### src/sv/cfau_pkg.sv
// Shared types and constants of the complex fixed-point arithmetic unit.
package cfau_pkg;

  // Field widths fixed by the port list.
  localparam int FIELD_W = 16;
  localparam int OUT_W   = 33;
  localparam int FRAC_W  = 6;
  localparam int REG_W   = 5;
  localparam int IDX_W   = 2;

  // Register indexes of the configuration channel.
  localparam logic [IDX_W-1:0] REG_LHS_FRAC = 2'd0;
  localparam logic [IDX_W-1:0] REG_RHS_FRAC = 2'd1;

  // Reset value of both fraction-bit registers.
  localparam logic [REG_W-1:0] FRAC_RESET = 5'd8;

  typedef enum logic [1:0] {
    CMD_ADD = 2'd0,
    CMD_SUB = 2'd1,
    CMD_MUL = 2'd2,
    CMD_DIV = 2'd3
  } cmd_t;

  // Control word that travels with every beat down the pipeline.
  typedef struct packed {
    logic              valid;
    cmd_t              cmd;
    logic [FRAC_W-1:0] frac;
    logic              dz;
    logic              neg_re;
    logic              neg_im;
  } ctrl_t;

endpackage

### src/sv/cfau_div_step.sv
// One restoring division step for both parts, with the side payload carried along.
module cfau_div_step
  import cfau_pkg::*;
#(
  parameter int W = 16
) (
  input  logic                clk,
  input  logic                rst,
  input  ctrl_t               ctrl_in,
  input  logic signed [2*W:0] dre_in,
  input  logic signed [2*W:0] dim_in,
  input  logic [2*W-1:0]      rem_re_in,
  input  logic [2*W-1:0]      rem_im_in,
  input  logic [2*W-1:0]      rest_re_in,
  input  logic [2*W-1:0]      rest_im_in,
  input  logic [2*W-1:0]      q_re_in,
  input  logic [2*W-1:0]      q_im_in,
  input  logic [2*W-1:0]      den_in,
  output ctrl_t               ctrl_out,
  output logic signed [2*W:0] dre_out,
  output logic signed [2*W:0] dim_out,
  output logic [2*W-1:0]      rem_re_out,
  output logic [2*W-1:0]      rem_im_out,
  output logic [2*W-1:0]      rest_re_out,
  output logic [2*W-1:0]      rest_im_out,
  output logic [2*W-1:0]      q_re_out,
  output logic [2*W-1:0]      q_im_out,
  output logic [2*W-1:0]      den_out
);

  localparam int PW = 2 * W;

  // Shift in the next dividend bit and subtract the divisor where it fits.
  logic [PW:0]   t_re, t_im;
  logic          fit_re, fit_im;
  logic [PW-1:0] rem_re_next, rem_im_next;

  always_comb begin
    t_re        = {rem_re_in, rest_re_in[PW-1]};
    t_im        = {rem_im_in, rest_im_in[PW-1]};
    fit_re      = t_re >= {1'b0, den_in};
    fit_im      = t_im >= {1'b0, den_in};
    rem_re_next = fit_re ? PW'(t_re - {1'b0, den_in}) : PW'(t_re);
    rem_im_next = fit_im ? PW'(t_im - {1'b0, den_in}) : PW'(t_im);
  end

  always_ff @(posedge clk) begin
    if (rst) begin
      ctrl_out.valid <= 1'b0;
    end else begin
      ctrl_out.valid <= ctrl_in.valid;
    end
    ctrl_out.cmd    <= ctrl_in.cmd;
    ctrl_out.frac   <= ctrl_in.frac;
    ctrl_out.dz     <= ctrl_in.dz;
    ctrl_out.neg_re <= ctrl_in.neg_re;
    ctrl_out.neg_im <= ctrl_in.neg_im;
    dre_out         <= dre_in;
    dim_out         <= dim_in;
    rem_re_out      <= rem_re_next;
    rem_im_out      <= rem_im_next;
    rest_re_out     <= rest_re_in << 1;
    rest_im_out     <= rest_im_in << 1;
    q_re_out        <= {q_re_in[PW-2:0], fit_re};
    q_im_out        <= {q_im_in[PW-2:0], fit_im};
    den_out         <= den_in;
  end

endmodule

### config.mk
export PLATFORM = sky130hd
export DESIGN_NAME = cfau_div_step
export DESIGN_NICKNAME = d
export VERILOG_FILES = /design/src/sv/cfau_pkg.sv /design/src/sv/cfau_div_step.sv
export SDC_FILE = /design/constraint.sdc
export NUM_CORES = 1
export LEC_CHECK = 0
export ABC_AREA = 1
export BUFFER_PORTS_ARGS = -buffer_cell sky130_fd_sc_hd__buf_2
export CORE_AREA = 2 2 233 235
export DETAILED_ROUTE_END_ITERATION = 6
export DIE_AREA = 0 0 235 237
export PLACE_DENSITY = 0.53
export SYNTH_ARGS = -nofsm -noshare
export SYNTH_HDL_FRONTEND = slang
export SYNTH_SLANG_ARGS = --single-unit
### constraint.sdc
create_clock -name clk -period 3.9 [get_ports clk]
set_input_delay 0.585 -clock clk [delete_from_list [all_inputs] [get_ports clk]]
set_output_delay 0.585 -clock clk [all_outputs]
set_load 0.02 [all_outputs]
After elaboration in Yosys (flattened, before gate mapping)
Cells that the tools add are included.
- output and inout bits: 302
- bits in registers: 300
- word-level logic and storage cells: 21
- mux-type cells: 2
- magnitude comparators: 2
- $add $sub $neg: 2
- operator list (operator ; count):
    33-bit by 32-bit >= comparator with 1-bit output ; 2
    32-bit 2-to-1 mux ; 2
    32-bit subtractor ; 2

Logic depth before layout (Yosys ltp)
- depth after elaboration: 2
- depth in mapped cells: 16
- gate-level depth less buffers: 15

Least setup slack after synthesis
No wires, ideal clock.
- path kind: in2reg
- start: in den_in[4]
- end: reg rem_re_out[22]
- required time: 3788 ps
- path slack: 1828 ps
- stages on the path: 14
- arrival time: 1960 ps
- cells stage by stage: inv_1 > ha_1 > nand2_1 > nand2_1 > nand3b_2 > nand2_2 > nand2_4 > nand2_2 > nand2_2 > nand2_4 > nand2_8 > buf_6 > nand2_1 > nand2_1
- longest elaborated chain between the ends: 2
- elaborated cells between the ends (all ways): 3
- classes of those cells: add/sub (1); order compare (1); mux (1)
- RTL lines (element ; RTL line ; text):
    start: declaration ; cfau_div_step.sv:18 ; input logic [2*W-1:0] den_in,
    32-bit subtractor / 33-bit by 32-bit >= comparator with 1-bit output (equally long branches) ; cfau_div_step.sv:43, cfau_div_step.sv:41 ;
    32-bit 2-to-1 mux * ; cfau_div_step.sv:43 ; rem_re_next = fit_re ? PW'(t_re - {1'b0, den_in}) : PW'(t_re);
    net rem_re_next[22] ; cfau_div_step.sv:36 ; logic [PW-1:0] rem_re_next, rem_im_next;
    end signal: assignment ; cfau_div_step.sv:60 ; rem_re_out <= rem_re_next;
    end: declaration ; cfau_div_step.sv:22 ; output logic [2*W-1:0] rem_re_out,
Mark *: on every way through the listed nets, which the timed path passes. The rest lies on a longest branch.
A chain may end at the register's enable or synchronous reset.

Worst setup path after layout
- start: in den_in[16]
- end: reg rem_im_out[27]
- longest elaborated chain between the ends: 2
- elaborated cells between the ends (all ways): 3
- classes of those cells: add/sub (1); order compare (1); mux (1)
- RTL lines (element ; RTL line ; text):
    32-bit subtractor / 33-bit by 32-bit >= comparator with 1-bit output (equally long branches) ; cfau_div_step.sv:44, cfau_div_step.sv:42 ;
    32-bit 2-to-1 mux * ; cfau_div_step.sv:44 ; rem_im_next = fit_im ? PW'(t_im - {1'b0, den_in}) : PW'(t_im);
    net rem_im_next[27] ; cfau_div_step.sv:36 ;
    end signal: assignment ; cfau_div_step.sv:61 ; rem_im_out <= rem_im_next;
    end: declaration ; cfau_div_step.sv:23 ; output logic [2*W-1:0] rem_im_out,
Marks and branches as above.

==> impl_metrics.ini <==
[sta]
holdWs_ns = 0.1287
fmax_mhz = 424.8
period_share = 0.6036
tns_ns = 0
hold_viol_final = 0
period_needed_ns = 2.354
report.final.slew_viol_count = 0
setup_viol = 0
rsz0062_at_grt = no

[power]
power_density_nw_per_um2 = 507.8
vdd_drop_max_mv = 0.3290
power.leakage_nw = 9.804

[synthesis]
ys_top_cells_by_count = 584 x nand2_1, 300 x dfxtp_1, 283 x inv_1, 115 x nand3_1, 78 x nor2_1
synth_edf_count = 0
yosysMostFrequentCell = nand2_1
synth_warnings = 0
ys_seq_area_frac = 0.4928
synth_top_area_cell = dfxtp_1
synth_async_sr_flop_share = 0
synth_flop_cell = dfxtp_1
synth-seq-cells = 300
syn_area_per_cell_sq_um = 7.607
syn_inst = 1602
yosys-top-cells-area = dfxtp_1 49%, nand2_1 18%, inv_1 8.7%
synth.distinct_cells = 31
yosys.area.top_type_share = 0.4928
netlist_area_sq_um = 12190

[detailed_routing]
avgRoutedWirePerCell_microns = 17.95
wl_mm = 52.94
vias_per_cell = 4.106
post-route-drc-count = 0
drt_iter0_markers = 546
firstDrtPassIters = 6
num_vias = 12110
detail-route-antenna-nets = 0

[floorplanning]
core_region_area_sq_um = 53280
die_x_microns = 235
row_count = 85
dieArea_sq_um = 55700
io_pins = 606
initial_core_util = 0.2287
fp.dieH_microns = 237

[global_routing]
grt_usage = 0.1837
grt_max_degree = 36
antenna_found_initial = 7
grt_pass1_vias = 12240
grt_pass1_wl_mm = 75.92
gr-total-overflow = 0

[clock_network]
htree_levels = 2
cts.sinks = 300
cts_tree = done
cts_setup_buffers = 0
cts_buffers = 35
holdBufCountCts = 0
cts_resized = 0
clockBufferDepth = 3
clk_pin_slew_worst_paths_ns = 0.06
clock-root-buffer = clkbuf_16

[final_layout]
seqCellArea_sq_um = 6006
areaGrowthSynthToFinish_pct = 41.15
nets = 2595
multi_input_area_sq_um = 4960
post-route-util = 0.3228
drive_gt1_frac = 0.3123
fillers = 5766
stdcell_count = 2949

[critical_path]
startpoint_type = input pin
worstPathArrival_ns = 2.83
worstSetupEndpointType = flop
critPathMaxFanout = 35
critPathLaunch = den_in[16]
critPathCapture = rem_im_out[27]
cp.required_ns = 4.38
crit_type = in2reg

[status]
status = completed

[place]
dp.cells = 2884
hpwlAfterDp_mm = 45.32
gp_congestion = 0.9049
port_buffers = 601

[worst_hold_path]
min_path_type = in2reg
min-delay-start = q_im_in[29]

[run]
drv_cap = 0
## sequential cells by signal (all words and copies together), names as in the netlist, 31 cells and up
| name | flops |
|---|---|
| den_out | 32 |
| dim_out | 33 |
| q_im_out | 32 |
| dre_out | 33 |
| rest_im_out | 31 |
| rest_re_out | 31 |
| q_re_out | 32 |
| rem_re_out | 32 |
| rem_im_out | 32 |
## critical path, stage by stage
cell and delay, ns:
buf_2 0.08, inv_1 0.12, ha_1 0.40, nand2_2 0.11, nor2_2 0.17, inv_1 0.06, nor2_1 0.22, nand2_1 0.15
nor2_2 0.14, nor2_2 0.06, nand2_4 0.35, nand3_1 0.25, nand2_1 0.11
## report_power, final
group	internal (W)	total, W	switching [W]
clock network	0.00212	0.00350	0.00138
logic	0.000596	0.00183	0.00123
registers	0.00333	0.00341	0.0000791
total	0.00604	0.00873	0.00269
## final cells by class
type,instances,area share
Antenna cell,2,0.0002910
Tap cell,696,0.05063
Sequential cell,300,0.3491
Timing Repair Buffer,606,0.1770
Inverter,286,0.06241
Clock buffer,48,0.05899
Clock inverter,15,0.01317
Multi-Input combinational cell,996,0.2883
## stage by stage
stage	area (sq um)	worst slack (ns)	total power [W]
2_1_floorplan	12190	1.828	0.004546
4_1_cts	17200	1.576	0.008874
3_5_place_dp	15960	1.009	0.005322
6_report	17200	1.546	0.008735
3_3_place_gp	15960	1.041	0.005326
5_1_grt	17200	1.417	0.009158
## cell families after synthesis
kind of cell	share of synthesized area
other	0.0003077
XOR/XNOR	0.02084
AND/OR/NAND/NOR	0.2978
buffers and inverters	0.1005
flip-flops	0.4928
adder cells (fa/ha/maj)	0.06899
AO/OA/AOI/OAI	0.01869
## cell usage in the layout (no fill, tap or decap), drive strengths merged, types with 10 or more instances in the layout
master / n
clkbuf: 48
and2: 10
nand3b: 11
ha: 64
dfxtp: 300
nand3: 127
nor3: 20
buf: 606
nor2: 86
a21oi: 38
nand2: 595
inv: 291
xor2: 27
## metal layers
layer | track usage | vias to the layer above | part of all wire
met5 | 0 | - | 0.00036
met4 | 0.07921 | 4 | 0.042
met3 | 0.03544 | 91 | 0.056
met2 | 0.3435 | 438 | 0.52
met1 | 0.2008 | 5495 | 0.38
li1 | - | 6080 | -
## worst min-delay path by stage
stage	end	slack [ns]	depth (start not counted)
floorplan	ctrl_out[0]	0.61	0
global placement	rest_im_out[24]	0.69	1
detailed placement	rest_re_out[19]	0.69	1
CTS	dre_out[18]	0.09	1
global route	rest_re_out[21]	0.10	1
finish	q_im_out[30]	0.13	1
No activity file was read; power rests on OpenSTA's default activity.
